**src/hw/rtl/bbus_pkg.sv**
```systemverilog
// ----------------------------------------------------------------------------
// bbus_pkg: shared types and constants for the RGB unsharp-mask sharpener
// Register indexes, field widths, the divide-by-nine reciprocal and the
// classified word passed from the front end to the filter pipeline.
// ----------------------------------------------------------------------------
package bbus_pkg;

   // Default maximum frame size; the width also sizes the line stores
   localparam int MAX_WIDTH_DEFAULT  = 1024;
   localparam int MAX_HEIGHT_DEFAULT = 4096;

   // Register reset values (clamped to the sizing on use)
   localparam int IMAGE_WIDTH_RESET  = 1024;
   localparam int IMAGE_HEIGHT_RESET = 1024;

   // Register port
   localparam int CSR_IDX_W       = 2;
   localparam int CSR_DATA_W      = 13;
   localparam int WIDTH_REG_BITS  = 11;
   localparam int HEIGHT_REG_BITS = 13;

   typedef enum logic [CSR_IDX_W-1:0] {
      REG_IMAGE_WIDTH  = 2'd0,
      REG_IMAGE_HEIGHT = 2'd1
   } csr_reg_type;

   // Pixel and arithmetic widths
   localparam int PIX_W = 8;
   localparam int RGB_W = 3 * PIX_W;
   localparam int SUM_W = 12;                 // nine bytes sum to at most 2295

   // floor(n / 9) = (n * 7282) >> 16 for every n below 32768
   localparam int          DIV9_MULT_W = 13;
   localparam logic [12:0] DIV9_MULT   = 13'd7282;
   localparam int          DIV9_SHIFT  = 16;

   // Words held between front end and filter pipeline
   localparam int QUEUE_DEPTH = 4;

   // One classified word: pixel plus what the filter needs to know of it
   typedef struct packed {
      logic [PIX_W-1:0] red;
      logic [PIX_W-1:0] green;
      logic [PIX_W-1:0] blue;
      logic             emit;         // a result leaves with this word
      logic             last;         // that result closes the frame
      logic             top_edge;     // drop the row above the centre
      logic             bottom_edge;  // drop the row below the centre
      logic             left_edge;    // drop the column left of the centre
      logic             right_edge;   // drop the column right of the centre
   } bbus_item_type;

endpackage

```
**src/hw/rtl/bbus_queue.sv**
```systemverilog
// ----------------------------------------------------------------------------
// bbus_queue: short word queue between front end and filter pipeline
// Register-based FIFO; lets either side stall without holding the other.
// ----------------------------------------------------------------------------
module bbus_queue #(
   parameter int DATA_W = 32,
   parameter int DEPTH  = bbus_pkg::QUEUE_DEPTH
) (
   input  logic              clock,
   input  logic              reset,
   input  logic              push_valid,
   output logic              push_ready,
   input  logic [DATA_W-1:0] push_data,
   output logic              pop_valid,
   input  logic              pop_ready,
   output logic [DATA_W-1:0] pop_data
);

   localparam int PW = (DEPTH > 1) ? $clog2(DEPTH) : 1;
   localparam int NW = $clog2(DEPTH + 1);

   logic [DATA_W-1:0] store_ff [DEPTH];
   logic [PW-1:0]     wr_ptr_ff, wr_ptr_in;
   logic [PW-1:0]     rd_ptr_ff, rd_ptr_in;
   logic [NW-1:0]     count_ff,  count_in;
   logic              do_push;
   logic              do_pop;

   // Work out flags and pointer moves
   always_comb begin
      push_ready = count_ff != NW'(DEPTH);
      pop_valid  = count_ff != '0;
      pop_data   = store_ff[rd_ptr_ff];
      do_push    = push_valid && push_ready;
      do_pop     = pop_valid && pop_ready;
      wr_ptr_in  = wr_ptr_ff;
      rd_ptr_in  = rd_ptr_ff;
      count_in   = count_ff;
      if (do_push) begin
         wr_ptr_in = (wr_ptr_ff == PW'(DEPTH - 1)) ? '0 : wr_ptr_ff + 1'b1;
      end
      if (do_pop) begin
         rd_ptr_in = (rd_ptr_ff == PW'(DEPTH - 1)) ? '0 : rd_ptr_ff + 1'b1;
      end
      if (do_push && !do_pop) begin
         count_in = count_ff + 1'b1;
      end else if (do_pop && !do_push) begin
         count_in = count_ff - 1'b1;
      end
   end

   always_ff @(posedge clock) begin
      if (reset) begin
         wr_ptr_ff <= '0;
         rd_ptr_ff <= '0;
         count_ff  <= '0;
      end else begin
         wr_ptr_ff <= wr_ptr_in;
         rd_ptr_ff <= rd_ptr_in;
         count_ff  <= count_in;
      end
   end

   // Store the incoming word
   always_ff @(posedge clock) begin
      if (do_push) begin
         store_ff[wr_ptr_ff] <= push_data;
      end
   end

endmodule

```
**config.mk**
```make
export PLATFORM = sky130hd
export DESIGN_NAME = bbus_queue
export DESIGN_NICKNAME = d
export VERILOG_FILES = /design/src/hw/rtl/bbus_pkg.sv /design/src/hw/rtl/bbus_queue.sv
export SDC_FILE = /design/constraint.sdc
export NUM_CORES = 1
export LEC_CHECK = 0
export BUFFER_PORTS_ARGS = -buffer_cell sky130_fd_sc_hd__buf_4
export CORE_UTILIZATION = 55
export DETAILED_ROUTE_END_ITERATION = 6
export GPL_TIMING_DRIVEN = 1
export PLACE_DENSITY = 0.75
export RECOVER_POWER = 25
export REMOVE_ABC_BUFFERS = 1
export SYNTH_ARGS = -nofsm -noshare
export SYNTH_HDL_FRONTEND = slang
export SYNTH_SLANG_ARGS = --single-unit
```
**constraint.sdc**
```tcl
create_clock -name clock -period 2.9 [get_ports clock]
set_input_delay 0.435 -clock clock [delete_from_list [all_inputs] [get_ports clock]]
set_output_delay 0.435 -clock clock [all_outputs]
set_load 0.05 [all_outputs]
```
; After elaboration in Yosys (flattened, before gate mapping)
; Memories as Yosys holds them, arrays and structs flattened. A register that Yosys moved wholly into a read port is not among the register bits.
; Cells that the tools add are included.
[totals]
out_inout_bits = 34
memories = 1
reg_bits = 7
mem_bits_rw = 128
[memory_table]
columns = memory, words, word_bits, read_ports, rd_ports_with_merged_regs, wr, line
row1 = store_ff, 4, 32, 1, 1, 1, bbus_queue.sv:22  ; logic [DATA_W-1:0] store_ff [DEPTH];
[classes]
n_reduce_logical = 8
n_mux = 8
n_eq_ne = 3
add_sub_neg = 4
[op_table]
columns = operator, count
row1 = $mux 2, 4
row2 = $mux 3, 2
row3 = $add 2x1->2 const B, 2
row4 = $eq 2x2->1 const B, 2
row5 = $logic_and 1x1->1, 4
row6 = $add 3x1->3 const B, 1
row7 = $ne 3x3->1 const B, 1
row8 = $reduce_bool 3->1, 1
row9 = $sub 3x1->3 const B, 1
row10 = $logic_not 1->1, 2
row11 = $mux 1, 2
row12 = $reduce_bool 2->1, 1

; Depth between registers and ports, before layout
[depth]
depth_word = 6
depth_mapped = 9
depth_no_buf = 8

; Worst setup path after synthesis
; No wires, ideal clock.
[synth_path]
path_type = register to register
start = register count_ff[0]
end = register count_ff[2]
setup_slack_ns = 0.516
n_path_buf = 1
arrival_ns = 2.314
setup_ns = 0.070
t_required_ns = 2.830
path_stages_with_launch = 10
period_less_slack_ns = 2.384
cell_sequence = dfxtp_1 -> or3b_1 -> clkbuf_2 -> and2_4 -> ha_1 -> inv_1 -> fa_1 -> xor2_1 -> or3_2 -> a21oi_1
[synth_via]
elab_chain_cells = 5
elab_cells_between_ends = 13
cone_classes = add/sub (2) / eq/ne (1) / mux (2) / reduce/logical (8)
[synth_lines]
columns = element, line
row1 = from (decl), bbus_queue.sv:25  ; logic [NW-1:0] count_ff, count_in;
row2 = from (signal assigned), bbus_queue.sv:60  ; count_ff <= count_in;
row3 = $ne 3x3->1 (*), bbus_queue.sv:31  ; push_ready = count_ff != NW'(DEPTH);
row4 = net push_ready, bbus_queue.sv:12  ; output logic push_ready,
row5 = $logic_and 1x1->1 (*), bbus_queue.sv:34  ; do_push = push_valid && push_ready;
row6 = net do_push, bbus_queue.sv:26  ; logic do_push;
row7 = $logic_not 1->1, bbus_queue.sv:47  ; end else if (do_pop && !do_push) begin
row8 = $logic_and 1x1->1, bbus_queue.sv:47
row9 = $reduce_bool 2->1 (no line), -
; Mark *: on every way through the listed nets, which the timed path passes. The rest lies on a longest branch. The select of a mux whose other input is x is not followed.
; A chain may end at the register's enable or synchronous reset.

; Final worst setup path
[layout_path]
start = register count_ff[0]
end = register count_ff[2]
[layout_via]
elab_chain_cells = 5
elab_cells_between_ends = 13
cone_classes = add/sub (2) / eq/ne (1) / mux (2) / reduce/logical (8)
[layout_lines]
columns = element
row1 = branches (longest 5 deep; another with $sub 3x1->3)
; Several ways; the timed one is not identified. The select of a mux whose other input is x is not followed.

==> summary.md <==
| Metric | Value |
|---|---|
| Outcome | `finished with violations` |
| Failing checks | `DRC` |
| Ys flop type | `edfxtp_1` |
| Clock tree sinks | `between 100 and 150` |
| CP Max Fanout | `5` |
| #FFs+latches synth | `about 140` |
| Crit start category | `flop` |
| PortBufs | `a little under 70` |
| Largest net degree at the start of global routing | `33` |
| Synth Warn # | `0` |
| Share of power burned in registers | `0.390` |
| Post-route ant nets | `0` |
| Cells after Synth | `~220` |
| Post-DP HPWL | `around 4900 um` |
| Initial antenna violation count | `0` |
| Postcts setup bufs | `0` |
| Synth cell types | `27` |
| Die Width | `between 90 and 100 um` |
| Filler Cells Inserted | `between 500 and 600` |
| CTS hold repair buffers | `0` |
| Slew Viols, Final | `0` |
| DRC | `2` |
| Top cell type's share of synthesized area | `0.7563` |
| Vias per inst | `approximately 5.7` |
| Inst Count DP | `about 390` |
| Crit path time final | `about 2.4 ns` |
| Synth top area cells | `edfxtp_1 (76%), mux4_2 (14%), dfxtp_1 (3.5%), ha_1 (1.5%), mux2i_1 (0.59%)` |
| Setup TNS | `0 ns` |
| Vias in the first global route | `2563` |
| Clk pwr share | `0.328` |
| Cells on worst reg2reg path | `7` |
| Area growth syn-to-layout | `23.76%` |
| Sw frac | `0.3170` |
| RSZ-0062 raised after global routing | `no` |
| All-layer global routing usage | `0.1909` |
| Final setup vio count | `0` |
| VDD IR max | `~750 uV` |
| Mean area per synthesized cell | `23.64 um2` |
| Min-Delay Path Class | `primary input to flop` |
| Crit. End Element | `flop` |
| Static Leak | `2.150 nW` |
| First-iteration detailed-routing DRC count | `86` |
| Routability cong. | `0.6884` |
| P per Cell Area | `a little over 1000 mW/mm2` |
| Comb pwr share | `0.281` |
| Tightest Pin Transition | `0.5194 ns` |
| Longest Clk Path Bufs | `2` |
| Path type of the worst setup path | `flop to flop` |
| Antenna Cells | `0` |
| P_int | `between 4 and 5 mW` |
| Worst path arrival time | `approximately 2.8 ns` |
| Slack of the critical path | `0.5033 ns` |
| Initial Util | `0.5744` |
| Row cnt | `34` |
| Min-Delay Path Depth | `1` |
| Leading area contributor after synthesis | `edfxtp_1` |
| Worst-path clk slew | `~0.06 ns` |
| Max_cap viols | `0` |
| Cts bufs inserted | `17` |
| Pre-CTS setup slack | `approximately 0.53 ns` |
| Core Box Area | `between 0.008 and 0.009 mm2` |
| Final nets | `between 300 and 400` |
| Clock Tree Root | `clkbuf_8` |
| Fin crit share | `0.8265` |
| GR Overflow Total | `0` |
| Most frequent cells in the layout | `edfxtp_1 (128), buf_4 (54), mux4_2 (32)` |
| DR pass1 iterations | `7` |
| Die outline height | `just under 100 um` |
| First-pass GRT wire length | `about 13000 um` |
| Die area | `about 0.0096 mm2` |
| Post-synthesis sequential area ratio | `0.7917` |
| Final Non-Filler Cells | `approximately 420` |
| Max frequency | `0.4172 GHz` |
| EDFF count, synth | `approximately 130` |
| Routed WL | `~8300 um` |
| Sw Pwr | `around 2.0 mW` |
| Final Skew | `around 0.0063 ns` |
| Leading cell type in the layout, fill and taps excluded | `edfxtp_1` |
| CTS tree | `done` |
| Async S/R FF share, synth | `0` |
| Drt wl/cell | `slightly below 20 um` |
| Post-CTS resize count | `0` |
| Synthesized cell area | `0.005082 mm2` |
| Boundary pin count | `70` |
| Share of layout cells above drive strength 1 | `0.4095` |
| Worst-Skew Late Latency | `slightly above 0.5 ns` |
| Critical Path RT | `between 3 and 4 ns` |
| Slew headroom | `0.6507` |
| Htree depth | `4` |
| Final hold vios | `0` |
| Via count | `approximately 2400` |
cell families (layout without fill, tap and decap cells):
family / count (synthesis) / in the layout / synth area share
AOI/OAI and AO/OA: 5 / 5 / 0.006892
xor gates and xnor gates: 2 / 2 / 0.003447
adders and majority gates: 7 / 7 / 0.01871
buffers and inverters: 12 / 112 / 0.01058
DFF: 137 / 137 / 0.7917
muxes: 35 / 35 / 0.1477
and+or+nand+nor: 17 / 17 / 0.02092
area by class of cell:
cell class,count,area [um2],area share
Sequential cell,137,4026,0.6401
Multi-Input combinational cell,66,1005,0.1597
Timing Repair Buffer,77,524.3,0.08335
Clock buffer,17,414.1,0.06584
Clock inverter,15,173.9,0.02765
Tap cell,108,135.1,0.02148
Inverter,3,11.26,0.001790
critical path, cell delays in order, from the launching register on:
cell     delay, ns
dfxtp_1       0.36
o31ai_1       0.50
ha_1          0.28
inv_1         0.07
fa_1          0.39
xor2_1        0.19
or3_2         0.41
a21oi_1       0.14
synth_stat cells, types with 2 or more instances:
library cell    n
a21oi_1         2
and3_2          4
buf_1           3
buf_2           3
dfxtp_1         9
edfxtp_1      128
ha_1            6
inv_1           3
mux2i_1         3
mux4_2         32
nand2b_1        2
nor2_1          3
or3_2           2
xor2_1          2
power groups by stage:
stage | registers (mW) | logic, mW | clock network [mW]
final | 2.49 | 1.80 | 2.10
after global routing | 2.52 | 1.89 | 2.20
after detailed placement | 2.53 | 1.82 | 0
after floorplan | 2.57 | 1.23 | 0
after CTS | 2.50 | 1.83 | 2.13
after global placement | 2.52 | 1.81 | 0
state kept, by name, summed over array words and instances, names as in the netlist, named ones only:
signal and flops:
rd_ptr_ff 2, store_ff 128, count_ff 3, wr_ptr_ff 2
routing by layer:
metal,part of all wire,global-route usage,vias up
met1,0.42,0.2413,1226
met5,0,0,-
met2,0.50,0.3072,76
met3,0.060,0.05297,13
met4,0.016,0.09759,0
li1,-,-,1079
path summary, 6_finish.rpt:
path / startpoint / endpoint / slack (ns)
worst max-delay path: count_ff[0] / count_ff[2] / 0.50
worst min-delay path: push_data[19] / store_ff[0][19] / 0.13
worst max register to register: count_ff[0] / count_ff[2] / 0.50
worst min register to register: rd_ptr_ff[0] / flop / 0.51
stage by stage:
stage	util	area, um2	hold slack (ns)	total power [mW]
CTS	0.7197	6369	0.09616	6.463
global placement	0.6533	5781	0.4660	4.326
finish	0.7108	6290	0.1272	6.387
detailed placement	0.6533	5781	0.4796	4.355
global route	0.7108	6290	0.1159	6.604
floorplan	-	5040	0.4559	3.799
No activity file was read; power rests on OpenSTA's default activity.
