## config.mk

```make
export PLATFORM = sky130hd
export DESIGN_NAME = bbus_front
export DESIGN_NICKNAME = d
export VERILOG_FILES = /design/src/hw/rtl/bbus_pkg.sv /design/src/hw/rtl/bbus_front.sv
export SDC_FILE = /design/constraint.sdc
export NUM_CORES = 1
export LEC_CHECK = 0
export BUFFER_PORTS_ARGS = -buffer_cell sky130_fd_sc_hd__buf_2
export CORE_MARGIN = 4
export CORE_UTILIZATION = 40
export DETAILED_ROUTE_END_ITERATION = 10
export GPL_ROUTABILITY_DRIVEN = 0
export HOLD_SLACK_MARGIN = 0.12
export PLACE_DENSITY = 0.57
export SLEW_MARGIN = 20
export SYNTH_ARGS = -nofsm -noshare
export SYNTH_HDL_FRONTEND = slang
export SYNTH_SLANG_ARGS = --single-unit
```

## constraint.sdc

```tcl
create_clock -name clock -period 3.5 [get_ports clock]
set_input_delay 0.35 -clock clock [delete_from_list [all_inputs] [get_ports clock]]
set_output_delay 0.35 -clock clock [all_outputs]
set_load 0.005 [all_outputs]
```

## src/hw/rtl/bbus_pkg.sv

```systemverilog
// ----------------------------------------------------------------------------
// bbus_pkg: shared types and constants for the RGB unsharp-mask sharpener
// Register indexes, field widths, the divide-by-nine reciprocal and the
// classified word passed from the front end to the filter pipeline.
// ----------------------------------------------------------------------------
package bbus_pkg;

   // Default maximum frame size; the width also sizes the line stores
   localparam int MAX_WIDTH_DEFAULT  = 1024;
   localparam int MAX_HEIGHT_DEFAULT = 4096;

   // Register reset values (clamped to the sizing on use)
   localparam int IMAGE_WIDTH_RESET  = 1024;
   localparam int IMAGE_HEIGHT_RESET = 1024;

   // Register port
   localparam int CSR_IDX_W       = 2;
   localparam int CSR_DATA_W      = 13;
   localparam int WIDTH_REG_BITS  = 11;
   localparam int HEIGHT_REG_BITS = 13;

   typedef enum logic [CSR_IDX_W-1:0] {
      REG_IMAGE_WIDTH  = 2'd0,
      REG_IMAGE_HEIGHT = 2'd1
   } csr_reg_type;

   // Pixel and arithmetic widths
   localparam int PIX_W = 8;
   localparam int RGB_W = 3 * PIX_W;
   localparam int SUM_W = 12;                 // nine bytes sum to at most 2295

   // floor(n / 9) = (n * 7282) >> 16 for every n below 32768
   localparam int          DIV9_MULT_W = 13;
   localparam logic [12:0] DIV9_MULT   = 13'd7282;
   localparam int          DIV9_SHIFT  = 16;

   // Words held between front end and filter pipeline
   localparam int QUEUE_DEPTH = 4;

   // One classified word: pixel plus what the filter needs to know of it
   typedef struct packed {
      logic [PIX_W-1:0] red;
      logic [PIX_W-1:0] green;
      logic [PIX_W-1:0] blue;
      logic             emit;         // a result leaves with this word
      logic             last;         // that result closes the frame
      logic             top_edge;     // drop the row above the centre
      logic             bottom_edge;  // drop the row below the centre
      logic             left_edge;    // drop the column left of the centre
      logic             right_edge;   // drop the column right of the centre
   } bbus_item_type;

endpackage

```

## src/hw/rtl/bbus_front.sv

```systemverilog
// ----------------------------------------------------------------------------
// bbus_front: input acceptance, frame counters and register file
// Tracks input and output raster positions, drops early flush ticks and
// tags every kept word with its emit, frame-end and border flags.
// ----------------------------------------------------------------------------
module bbus_front #(
   parameter int MAX_WIDTH  = bbus_pkg::MAX_WIDTH_DEFAULT,
   parameter int MAX_HEIGHT = bbus_pkg::MAX_HEIGHT_DEFAULT
) (
   input  logic                              clock,
   input  logic                              reset,
   input  logic                              csr_write_en,
   input  logic [bbus_pkg::CSR_IDX_W-1:0]    csr_index,
   input  logic [bbus_pkg::CSR_DATA_W-1:0]   csr_wdata,
   input  logic                              req_valid,
   output logic                              req_ready,
   input  logic                              req_action,
   input  logic [bbus_pkg::PIX_W-1:0]        req_red_in,
   input  logic [bbus_pkg::PIX_W-1:0]        req_green_in,
   input  logic [bbus_pkg::PIX_W-1:0]        req_blue_in,
   output logic                              push_valid,
   input  logic                              push_ready,
   output logic [$clog2(MAX_WIDTH)-1:0]      push_col,
   output bbus_pkg::bbus_item_type           push_item
);

   localparam int CW  = $clog2(MAX_WIDTH);
   localparam int WW  = $clog2(MAX_WIDTH + 1);
   localparam int HW  = $clog2(MAX_HEIGHT + 1);
   localparam int RW  = $clog2(MAX_HEIGHT + 2);
   localparam int ORW = $clog2(MAX_HEIGHT);
   localparam int W_RESET = (bbus_pkg::IMAGE_WIDTH_RESET > MAX_WIDTH) ?
                            MAX_WIDTH : bbus_pkg::IMAGE_WIDTH_RESET;
   localparam int H_RESET = (bbus_pkg::IMAGE_HEIGHT_RESET > MAX_HEIGHT) ?
                            MAX_HEIGHT : bbus_pkg::IMAGE_HEIGHT_RESET;

   logic [WW-1:0]  image_width_ff,  image_width_in;
   logic [HW-1:0]  image_height_ff, image_height_in;
   logic [CW-1:0]  in_col_ff,  in_col_in;
   logic [RW-1:0]  in_row_ff,  in_row_in;
   logic [CW-1:0]  out_col_ff, out_col_in;
   logic [ORW-1:0] out_row_ff, out_row_in;

   logic [CW:0]    width_ext;
   logic [RW-1:0]  height_ext;
   logic [CW:0]    in_col_inc;
   logic [CW:0]    out_col_inc;
   logic [RW-1:0]  out_row_inc;
   logic           active;
   logic           ignored;
   logic           accept;
   logic           emit;
   logic           last;
   logic [31:0]    raw_width;
   logic [31:0]    raw_height;
   logic [WW-1:0]  clamp_width;
   logic [HW-1:0]  clamp_height;

   // Classify the offered word
   always_comb begin
      width_ext   = (CW+1)'(image_width_ff);
      height_ext  = RW'(image_height_ff);
      in_col_inc  = {1'b0, in_col_ff} + 1'b1;
      out_col_inc = {1'b0, out_col_ff} + 1'b1;
      out_row_inc = RW'(out_row_ff) + 1'b1;
      active      = in_row_ff < height_ext;
      ignored     = active && req_action;
      accept      = req_valid && push_ready;
      emit        = (in_row_ff >= RW'(2)) ||
                    ((in_row_ff == RW'(1)) && (in_col_ff != '0));
      last        = emit && (out_row_inc == height_ext) && (out_col_inc == width_ext);
   end

   // Build the word for the filter; past the last row the pixel is zero
   always_comb begin
      req_ready              = push_ready;
      push_valid             = accept && !ignored;
      push_col               = in_col_ff;
      push_item.red          = active ? req_red_in   : '0;
      push_item.green        = active ? req_green_in : '0;
      push_item.blue         = active ? req_blue_in  : '0;
      push_item.emit         = emit;
      push_item.last         = last;
      push_item.top_edge     = (out_row_ff == '0);
      push_item.bottom_edge  = (out_row_inc >= height_ext);
      push_item.left_edge    = (out_col_ff == '0);
      push_item.right_edge   = (out_col_inc >= width_ext) || (in_col_ff == '0);
   end

   // Clamp register writes to 1..maximum
   always_comb begin
      raw_width  = 32'(csr_wdata[bbus_pkg::WIDTH_REG_BITS-1:0]);
      raw_height = 32'(csr_wdata[bbus_pkg::HEIGHT_REG_BITS-1:0]);
      if (raw_width == 32'd0) begin
         clamp_width = WW'(1);
      end else if (raw_width > 32'(MAX_WIDTH)) begin
         clamp_width = WW'(MAX_WIDTH);
      end else begin
         clamp_width = WW'(raw_width);
      end
      if (raw_height == 32'd0) begin
         clamp_height = HW'(1);
      end else if (raw_height > 32'(MAX_HEIGHT)) begin
         clamp_height = HW'(MAX_HEIGHT);
      end else begin
         clamp_height = HW'(raw_height);
      end
   end

   // Advance the raster counters; restart on frame end or a size register write
   always_comb begin
      image_width_in  = image_width_ff;
      image_height_in = image_height_ff;
      in_col_in       = in_col_ff;
      in_row_in       = in_row_ff;
      out_col_in      = out_col_ff;
      out_row_in      = out_row_ff;
      if (accept && !ignored) begin
         if (in_col_inc >= width_ext) begin
            in_col_in = '0;
            in_row_in = in_row_ff + 1'b1;
         end else begin
            in_col_in = in_col_inc[CW-1:0];
         end
         if (emit) begin
            if (out_col_inc >= width_ext) begin
               out_col_in = '0;
               out_row_in = ORW'(out_row_inc);
            end else begin
               out_col_in = out_col_inc[CW-1:0];
            end
         end
         if (last) begin
            in_col_in  = '0;
            in_row_in  = '0;
            out_col_in = '0;
            out_row_in = '0;
         end
      end
      if (csr_write_en) begin
         case (csr_index)
            bbus_pkg::REG_IMAGE_WIDTH: begin
               image_width_in = clamp_width;
               in_col_in      = '0;
               in_row_in      = '0;
               out_col_in     = '0;
               out_row_in     = '0;
            end
            bbus_pkg::REG_IMAGE_HEIGHT: begin
               image_height_in = clamp_height;
               in_col_in       = '0;
               in_row_in       = '0;
               out_col_in      = '0;
               out_row_in      = '0;
            end
            default: begin
            end
         endcase
      end
   end

   always_ff @(posedge clock) begin
      if (reset) begin
         image_width_ff  <= WW'(W_RESET);
         image_height_ff <= HW'(H_RESET);
         in_col_ff       <= '0;
         in_row_ff       <= '0;
         out_col_ff      <= '0;
         out_row_ff      <= '0;
      end else begin
         image_width_ff  <= image_width_in;
         image_height_ff <= image_height_in;
         in_col_ff       <= in_col_in;
         in_row_ff       <= in_row_in;
         out_col_ff      <= out_col_in;
         out_row_ff      <= out_row_in;
      end
   end

endmodule

```

## Word-level counts from Yosys, hierarchy flattened

Index checks and enable logic that the tools add are counted.

- Bits in latches: 0
- Flip-flop bits (word level): 69
- Memories kept: 0
- Output and inout port bits: 42
- Logic and storage cells: 69
- RAM bits: 0
- Input port bits: 45
- Memory bits (read-only): 0

- Add/sub/neg operators: 4
- $mul: 0
- Eq/ne operators: 4
- Multiplexer cells: 29
- Divide/modulo/power cells: 0
- Bitwise logic cells: 0
- Reduce and logical (&&, ||, !) cells: 19
- $lt $le $gt $ge: 7
- Shifts and indexed selects: 0

Operator list:

| operator | number |
|---|---|
| 10-bit two-way mux | 11 |
| 13-bit two-way mux | 7 |
| 12-bit two-way mux | 6 |
| 8-bit two-way mux | 3 |
| 10-bit by 1-bit adder with 11-bit output, second input constant | 2 |
| 11-bit >= comparator | 2 |
| 11-bit two-way mux | 2 |
| 10-bit zero test | 2 |
| 12-bit by 1-bit adder with 13-bit output, second input constant | 1 |
| 13-bit by 1-bit adder with 13-bit output, second input constant | 1 |
| 13-bit by 1-bit == test with 1-bit output, second input constant | 1 |
| 13-bit == test | 1 |
| 13-bit >= comparator | 1 |
| 13-bit by 2-bit >= comparator with 1-bit output, second input constant | 1 |
| 13-bit greater-than comparator, second input constant | 1 |
| 13-bit zero test | 1 |
| 13-bit < comparator | 1 |
| 12-bit zero test | 1 |
| 11-bit == test | 1 |
| 11-bit greater-than comparator, second input constant | 1 |
| 11-bit zero test | 1 |
| 10-bit nonzero test | 1 |
| 1-bit logical AND | 6 |
| 2-bit AND reduction | 2 |
| 5 further kinds | 6 |

## Depth between registers and ports, before layout

Gate-level depths: netlist of run 1.

- Depth after elaboration: 9
- Depth in mapped cells: 15
- Gate-level depth less buffers: 14

## Worst setup path before layout of run 1

No wires, ideal clock.

- Kind: register -> register
- From: register out_col_ff[0]
- To: register out_row_ff[9]
- Cell stages (with the launch flop): 16
- Slack: 0.281 ns
- Arrival: 3.102 ns
- Buffers on the path: 2
- Cells stage by stage: dfxtp_1 > ha_1 > and3_1 > and3_1 > and3_1 > xor2_1 > ha_1 > a21o_1 > a21o_1 > a211o_1 > or2_2 > clkbuf_1 > clkbuf_1 > nand4_1 > xor2_1 > nor2_1

- Cells in the longest elaborated chain, start to end: 8

RTL lines:

| element | line | source |
|---|---|---|
| from (decl) | bbus_front.sv:41 | `logic [CW-1:0] out_col_ff, out_col_in;` |
| from (signal assigned) | bbus_front.sv:175 | `out_col_ff <= out_col_in;` |
| 10-bit by 1-bit adder with 11-bit output * | bbus_front.sv:64 | `out_col_inc = {1'b0, out_col_ff} + 1'b1;` |
| 11-bit >= comparator | bbus_front.sv:126 | `if (out_col_inc >= width_ext) begin` |
| 12-bit two-way mux | bbus_front.sv:126 |  |
| 12-bit two-way mux | bbus_front.sv:125 | `if (emit) begin` |
| 12-bit two-way mux * | bbus_front.sv:133 | `if (last) begin` |
| 12-bit two-way mux * | bbus_front.sv:118 | `if (accept && !ignored) begin` |
| 12-bit two-way mux | bbus_front.sv:141 | `case (csr_index)` |
| 12-bit two-way mux * | bbus_front.sv:140 | `if (csr_write_en) begin` |
| to (signal assigned) | bbus_front.sv:176 | `out_row_ff <= out_row_in;` |
| to (decl) | bbus_front.sv:42 | `logic [ORW-1:0] out_row_ff, out_row_in;` |

Every way passes the cells marked *; elsewhere a longest branch is shown, timed or not.
A chain may end at the register's enable or synchronous reset.

==> qor.yml, run 1 <==
syn-num-nets: 678
synthCells: 577
grt_pass1_vias: 4347
synth.distinct_cells: 59
p_comb_share_pct: 10.0
drive_gt1_share_pct: 21.82
clkLatencyLatePin_ns: 0.34
cts_buffer_depth: 2
clk_pin_slew_worst_paths_ns: 0.06
fin_total_pwr_uw: 2029
io_buffers: 86
p_sw_uw: 499.2
cts_tree: "built"
async_flop_share_pct: 0
antenna_cells: 0
netlist.area_leader.share_pct: 28.72
hold_viol: 0
ys.flop_type: "dfxtp_1"
grt_max_degree: 30
slew_headroom_pct: 56.58
status: "finished clean"
drv_cap: 0
via_per_inst: 5.432
initial_utilization_pct: 41.41
fin_crit_sh_pct: 96.62
p_per_area_nw_per_um2: 349.2
post-route-min-period_ns: 3.382
finalMaxSlewViolations: 0
switching_share_pct: 24.61
die_w_um: 117.7
worstPathArrival_ns: 3.03
worst_slew_pin_slew_ns: 0.6513
h-tree-depth: 3
crit_chain: "ha_2 > and3_4 > and3_1 > and3_4 > xor2_1 > ha_1 > a21o_1 > a21o_1 > a211o_1 > nor2_4 > nand2_1 > buf_2"
cp_top_family: "simple AND/OR/NAND/NOR gates"
core-area_sq_um: 11610
wl_per_cell_um: 16.14
drt-initial-drc-count: 284
p_int_uw: 1530
overflow: 0
hpwl_um: 10290
remaining_drc_errors: 0
nets: 765
worstPathMaxFanout: 6
num_vias: 4411
rsz0062_at_grt: "yes"
die_h_um: 117.7
first_pass_iters: 5
area_growth_pct: 20.79
cellLeakagePower_uw: 0.002555
syn_area_per_cell_sq_um: 8.336
r2r_setup_slack_ns: 0.28
whs_path_depth: 3
root_buffer: "clkbuf_16"
wl_um: 13100
drtAntennaViolNets: 0
fillCellCount: 1157
worstPathRequired_ns: 3.15
hold_ws_ns: 0.2929
path_depth: 12
cpPeakStageDelay_ns: 0.37
grt_first_pass_wirelength_um: 22050
p_seq_share_pct: 39.3
vdd_drop_max_mv: 0.1984
startpoint_type: "flop"
endpoint_kind: "output port"
crit_buf_inv: 1
critPathSlowestCell: "dfxtp_2"
setup_viol: 0
antenna_found_initial: 0
track_usage_pct: 19.28
path_class: "reg -> out"
netlist.top_cell.by_area: "dfxtp_1"
ioPinCount: 87
post-route-cell-area_sq_um: 5809
post-route-util_pct: 50.02
synth-seq-cells: 69
placed_area_sq_um: 5408
clock-sinks: 69
synthTopCellsByCount: "69 x dfxtp_1, 62 x nor2_1, 56 x ha_1"
synth_area_leaders: "dfxtp_1 29%, ha_1 15%, nor2_1 4.8%, xnor2_1 4.0%, xor2_1 4.0%"
synth_area_sq_um: 4810
synth.most_common_cell: "dfxtp_1"
ys_seq_area_share_pct: 28.72
hp-class: "in -> reg"
numCtsBuffers: 9
p_clk_share_pct: 50.7
cts_hold_buffers: 0
synth_edf_count: 0
fmax_ghz: 0.2957
die_area_sq_um: 13840
placementRows: 39
ys_warn_count: 0
worstRegToRegCells: 15
skew_ns: 0.008898
[cell usage in the layout (no fill, tap or decap), types with 8 or more instances in the layout]
master	n
buf_2	86
clkbuf_16	9
inv_1	38
o21ai_0	11
ha_1	54
nand3_1	23
and3_1	13
nor3b_1	12
xor2_1	22
dfxtp_1	66
a21oi_1	30
nand2_1	25
and2_1	21
nor4_1	10
buf_4	11
nand4_1	16
xnor2_1	22
a22oi_1	13
nor3_1	8
nor2_1	60
[stage by stage]
stage | setup slack [ns] | setup TNS, ns | instances
after floorplan | 0.2813 | 0 | 577
final | 0.1184 | 0 | 812
after global placement | 0.1447 | 0 | 795
after CTS | 0.01776 | 0 | 811
after detailed placement | 0.006636 | 0 | 795
after global routing | -0.03007 | -0.04255 | 812
[worst paths after layout]
check	startpoint	endpoint
setup / recovery	out_col_ff[0]	push_item[0]
hold / removal	csr_wdata[4]	height_ext[4]
setup reg to reg	out_row_ff[0]	push_col[2]
hold reg to reg	height_ext[12]	height_ext[12]
[sequential cells by signal, indices dropped and copies added, names as in the netlist]
register / cells
height_ext: 13
image_width_ff: 11
in_row_ff: 13
out_col_ff: 10
out_row_ff: 12
push_col: 10
[per-layer routing]
layer | share of wire (%) | GRT usage (%) | wire length (um)
met1 | 45 | 24.90 | 5923
met2 | 49 | 32.81 | 6445
met3 | 3.6 | 2.787 | 470
met4 | 2.0 | 6.740 | 264
met5 | 0 | 0 | 0
[layout make-up]
class / count / area [sq um] / share of cell area, %
clock buffer: 10 / 239.0 / 4.114
clock inverter: 6 / 93.84 / 1.615
inverter: 38 / 142.6 / 2.455
multi-input combinational: 448 / 3237 / 55.72
sequential: 69 / 1385 / 23.84
tap: 143 / 178.9 / 3.080
timing repair buffer: 98 / 533.0 / 9.175
[logic make-up (layout without fill, tap and decap cells)]
| kind of cell | after synthesis | after routing | synth area share (%) |
|---|---|---|---|
| mux | 1 | 1 | 0.2081 |
| buf+inv | 60 | 152 | 5.177 |
| compound gates | 109 | 109 | 16.23 |
| flops | 69 | 69 | 28.72 |
| simple gates | 237 | 237 | 26.87 |
| xor+xnor | 44 | 44 | 8.012 |
| fa+ha+maj | 57 | 57 | 14.78 |
[power by group through the flow]
stage	clock [uW]	combinational, uW	sequential, uW
2_1_floorplan	0	114	814
3_3_place_gp	0	197	815
3_5_place_dp	0	199	815
4_1_cts	1050	200	798
5_1_grt	1080	226	799
6_report	1030	202	798
[timing repair]
item,4_1_cts,5_1_grt
setup endpoints to repair,3,24
buffers inserted,0,1
pin swaps,1,2
gates resized for setup,4,12
[tightest hold or removal path, delay by kind of cell]
kind | cells | cell delay, ns
compound gates | 1 | 0.07
simple gates | 1 | 0.07
buf+inv | 1 | 0.11
Power figures use the tool's default switching activity.
==> run 2, diff against run 1 <==
- REMOVE_ABC_BUFFERS: default -> 1
==> run 2 against run 1 <==
  * Final cell count is 0.25% higher
  * Register-to-register slack worse by 0.03 ns
  * Maximum frequency rose by 1.0%
  * Total power decreased by 6.6%
  * Cell area rose by 0.24%
  * Non-clock buffer count up 2
  * First-iteration DRC count fell by 6.0%
  * Largest power group unchanged
  * Largest cell class unchanged
  * Combinational power about the same
  * Sequential power is essentially flat
==> qor.yml, run 2 (same netlist as run 1, synthesis figures left out) <==
status: "finished clean"
vdd_drop_max_mv: 0.1965
grt_pass1_vias: 4275
clkLatencyLatePin_ns: 0.33
fin_crit_sh_pct: 95.64
worst_slew_pin_slew_ns: 0.6827
placed_area_sq_um: 5423
die_area_sq_um: 13840
area_growth_pct: 21.07
multi_input_area_sq_um: 3272
fillCellCount: 1093
grt_first_pass_wirelength_um: 21350
num_vias: 4429
die_h_um: 117.7
worstPathRequired_ns: 3.15
layout.cells.non_filler: 814
hpwl_um: 10210
worstSetupStartpoint: "out_row_ff[0]"
wl_per_cell_um: 15.91
hold_viol: 0
cts_buffer_depth: 2
endpoint: "push_item[4]"
grt_max_degree: 30
ioPinCount: 87
track_usage_pct: 18.66
hp-start: "csr_wdata[2]"
drt-initial-drc-count: 267
hp-class: "in -> reg"
die_w_um: 117.7
root_buffer: "clkbuf_16"
r2r-start: "out_col_ff[2]"
drv_cap: 0
final_cell_mix: "86 x buf_2, 66 x dfxtp_1, 60 x nor2_1"
worstRegToRegCells: 13
remaining_drc_errors: 0
r2r_setup_slack_ns: 0.25
post-route-cell-area_sq_um: 5823
setup_viol: 0
drtAntennaViolNets: 0
place_inst: 797
wl_um: 12950
final_common_cell: "buf_2"
overflow: 0
io_buffers: 86
via_per_inst: 5.441
seq_area_sq_um: 1388
antenna_found_initial: 0
worstPathArrival_ns: 3.00
path_class: "reg -> out"
r2r_end: "out_row_ff[5]"
p_per_area_nw_per_um2: 325.4
placementRows: 39
first_pass_iters: 4
post-route-min-period_ns: 3.347
antenna_cells: 0
drive_gt1_share_pct: 22.35
skew_ns: 0.005182
fmax_ghz: 0.2987
h-tree-depth: 3
clk_pin_slew_worst_paths_ns: 0.05
worstPathMaxFanout: 4
startpoint_type: "flop"
setup-tns-final_ns: 0
slew_headroom_pct: 54.32
cts_tree: "built"
cellLeakagePower_uw: 0.002547
finalMaxSlewViolations: 0
initial_utilization_pct: 41.41
clock-sinks: 69
numCtsBuffers: 9
nets: 767
core-area_sq_um: 11610
endpoint_kind: "output port"
run 2: changes by cell type in the layout (fill, tap and decap cells not counted), sizes merged:
| cell | delta |
|---|---|
| clkbuf | +2 |
| buf | +2 |
| clkinv | +1 |
| bufinv | -1 |
| inv | -2 |
run 2: where the power goes:
group	internal, uW	switching [uW]	total, uW
clock	569	327	896
combinational	88.0	113	202
sequential	792	5.10	797
total	1450	446	1890
run 2: stage by stage:
stage / power (uW) / setup slack [ns] / utilization [%] / hold WS (ns)
after floorplan: 914.7 / 0.2773 / - / 0.4191
after global placement: 1011 / 0.02749 / 46.69 / 0.4481
after detailed placement: 1013 / -0.04073 / 46.69 / 0.4489
after CTS: 1920 / 0.003332 / 49.46 / 0.2930
after global routing: 1977 / -0.02198 / 50.14 / 0.3093
final: 1895 / 0.1526 / 50.14 / 0.3006
run 2: worst min-delay path by stage:
| stage | depth (start not counted) | slack [ns] | end |
|---|---|---|---|
| after floorplan | 1 | 0.42 | height_ext[12] |
| after global placement | 1 | 0.45 | image_width_ff[10] |
| after detailed placement | 2 | 0.45 | height_ext[12] |
| after CTS | 3 | 0.29 | height_ext[2] |
| after global routing | 3 | 0.31 | height_ext[12] |
| final | 3 | 0.30 | height_ext[2] |
run 2: area by class of cell:
class	count	share of cell area (%)
clock inverter	4	0.8165
sequential	69	23.83
clock buffer	12	4.233
tap	143	3.073
multi-input combinational	448	56.19
timing repair buffer	100	9.411
inverter	38	2.450
run 2: what timing repair did:
item,in CTS,in global routing
setup endpoints to repair,5,16
hold buffers,0,0
pin swaps,0,3
buffers inserted,0,1
resized for setup,7,16
run 2: per-layer routing:
| layer | routed length (um) | share of wire (%) | vias to the layer above | track usage (%) |
|---|---|---|---|---|
| li1 | - | - | 2258 | - |
| met1 | 6368 | 49 | 2031 | 25.27 |
| met2 | 5620 | 43 | 123 | 29.72 |
| met3 | 741 | 5.7 | 17 | 3.508 |
| met4 | 217 | 1.7 | 0 | 6.593 |
| met5 | 0 | 0 | - | 0 |
run 2: worst max-delay path, stage by stage (launching register included):
cell and delay [ns]:
dfxtp_1 0.34, ha_2 0.21, and3_1 0.21, and3_1 0.22
and3_4 0.20, and3_4 0.18, and3_1 0.21, ha_4 0.28
nand2_2 0.07, nor4_4 0.31, nand2_1 0.12, nor2_2 0.11
buf_4 0.12, buf_2 0.11
==> run 3, diff against run 2 <==
- ABC_AREA: default -> 1
==> run 3 against run 2 <==
  * Maximum frequency is 3.7% higher
  * Count of clock-buffer cells in the layout is the same
  * Via count grew 18%
  * Utilization decreased by 1.6 points
  * Critical endpoint unchanged
  * Largest cell class unchanged
==> qor.yml, run 3 <==
status: "finished clean"
area_growth_pct: 17.16
track_usage_pct: 19.07
drive_gt1_share_pct: 14.26
worstPathRequired_ns: 3.15
p_sw_uw: 521.0
remaining_drc_errors: 0
drt-initial-drc-count: 279
fin_ws_ns: 0.2723
r2r_end: "out_row_ff[2]"
vdd_drop_max_mv: 0.2044
synthTopCellsByCount: "196 x nand2_1, 155 x nor2_1, 145 x inv_1"
startpoint_type: "flop"
m1WireLength_um: 7360
ys_seq_area_share_pct: 25.98
r2r_setup_slack_ns: 0.29
drv_cap: 0
overflow: 0
final_cell_mix: "196 x nand2_1, 154 x nor2_1, 144 x inv_1"
cts_hold_buffers: 0
fmax_ghz: 0.3098
synth_area_sq_um: 5316
p_clk_share_pct: 48.9
final_common_cell: "nand2_1"
placed_area_sq_um: 5853
hold_viol: 0
antenna_found_initial: 0
worstPathMaxFanout: 3
nets: 1029
die_h_um: 123.3
num_vias: 5223
p_int_uw: 1553
netlist.area_leader.share_pct: 25.98
hp-start: "csr_wdata[3]"
wl_met2_um: 6292
ys_warn_count: 0
antenna_cells: 0
synth.most_common_cell: "nand2_1"
async_flop_share_pct: 0
synthCells: 845
finalMaxSlewViolations: 0
post-route-util_pct: 48.57
p_per_area_nw_per_um2: 333.0
core-area_sq_um: 12820
min_to: "image_width_ff[3]"
switching_share_pct: 25.12
cellLeakagePower_uw: 0.003293
hp-class: "in -> reg"
worstRegToRegCells: 18
hpwl_um: 10820
initial_utilization_pct: 41.45
first_pass_iters: 5
worstPathArrival_ns: 2.88
dp_slack_ns: 0.2815
synth.distinct_cells: 37
grt_max_degree: 35
cts_tree: "built"
setup_viol: 0
grt_pass1_vias: 4668
synth-seq-cells: 69
routed.top_layer: "met4"
root_buffer: "clkbuf_16"
endpoint_kind: "output port"
multi_input_area_sq_um: 3269
p_seq_share_pct: 39.0
wl_met3_um: 587
ys.flop_type: "dfxtp_1"
synth_area_leaders: "dfxtp_1 26%, nand2_1 14%, ha_1 13%, nor2_1 11%, inv_1 10%"
fin_total_pwr_uw: 2074
netlist.top_cell.by_area: "dfxtp_1"
wl_per_cell_um: 13.02
numCtsBuffers: 9
grt_first_pass_wirelength_um: 23000
wl_um: 14380
worst_slew_pin_slew_ns: 0.7807
cts_buffer_depth: 2
synth_edf_count: 0
ioPinCount: 87
placementRows: 41
clock-sinks: 69
fin_crit_sh_pct: 92.22
h-tree-depth: 3
io_buffers: 86
syn_area_per_cell_sq_um: 6.292
slew_headroom_pct: 47.83
whs_path_depth: 3
seq_area_sq_um: 1383
r2r-start: "out_row_ff[1]"
p_comb_share_pct: 12.0
post-route-min-period_ns: 3.228
fillCellCount: 1353
via_per_inst: 4.727
clk_pin_slew_worst_paths_ns: 0.06
skew_ns: 0.009196
die_area_sq_um: 15200
die_w_um: 123.3
setup-tns-final_ns: 0
drtAntennaViolNets: 0
clkLatencyLatePin_ns: 0.34
post-route-cell-area_sq_um: 6228
path_class: "reg -> out"
==> run 3: changes by cell type in the layout (fill, tap and decap cells not counted), sizes merged, moves of 11 or more <==
cell   change
nor2     +100
buf       -11
nand3     +24
xnor2     -21
inv      +107
o21ai     +17
and2      -25
a22oi     -11
nand2    +176
and3      -16
a21oi     +23
nor3b     -11
==> run 3: cell type report <==
type / count / area share [%]
inverters: 147 / 8.980
flip-flops and latches: 69 / 22.20
repair buffers: 89 / 7.272
clock inverters: 4 / 1.125
repair inverters: 3 / 0.3616
clock buffers: 12 / 4.118
well taps: 172 / 3.455
multi-input cells: 609 / 52.49
==> run 3: stage by stage <==
step	hold slack [ns]	std cells
5_1_grt	0.3100	1105
4_1_cts	0.2853	1102
6_report	0.2990	1105
3_3_place_gp	0.4551	1086
2_1_floorplan	0.4191	825
3_5_place_dp	0.4557	1086
==> run 3: how the worst max path moves through the flow <==
stage | startpoint | to | slack (ns) | depth (start not counted)
final | out_row_ff[1] | push_item[4] | 0.27 | 14
after global routing | out_row_ff[0] | in_row_ff[2] | -0.07 | 18
after CTS | out_row_ff[0] | push_item[4] | 0.19 | 14
after detailed placement | out_row_ff[0] | out_row_ff[8] | 0.28 | 18
after global placement | out_row_ff[0] | in_row_ff[11] | 0.44 | 18
after floorplan | out_row_ff[0] | in_row_ff[3] | 0.88 | 18
==> run 3: logic make-up (layout without fill, tap and decap cells) <==
group	Yosys count	count (layout)	synth area share, %
AND/OR/NAND/NOR	439	439	35.23
flip-flops	69	69	25.98
AO/OA/AOI/OAI	95	95	9.555
adder cells (fa/ha/maj)	56	56	13.18
buffers and inverters	167	255	12.92
XOR/XNOR	19	19	3.130
==> run 3: power groups by stage <==
stage | clock network [uW] | registers (uW) | logic (uW)
6_report | 1020 | 809 | 250
5_1_grt | 1060 | 811 | 284
4_1_cts | 1030 | 809 | 244
3_5_place_dp | 0 | 826 | 243
3_3_place_gp | 0 | 826 | 243
2_1_floorplan | 0 | 824 | 139
==> run 3: repair_timing <==
action | in CTS | in global routing
setup endpoints to repair | 0 | 22
resized for setup | 0 | 9
buffers inserted | 0 | 0
==> run 3: routing by layer <==
| metal | track usage [%] | vias to the layer above |
|---|---|---|
| met4 | 5.952 | 0 |
| li1 | - | 2809 |
| met3 | 2.562 | 8 |
| met5 | 0 | - |
| met1 | 27.79 | 2296 |
| met2 | 29.12 | 110 |
==> run 3: critical path: stages (launching register included) <==
cell,delay (ns)
dfxtp_1,0.37
ha_1,0.20
nand3_1,0.16
nor4_2,0.29
nand2_1,0.15
xor2_2,0.18
inv_1,0.06
ha_1,0.30
nand2_1,0.08
nor2_1,0.13
nand3_1,0.11
nor2_2,0.14
nand2_1,0.11
a21oi_1,0.13
buf_2,0.14
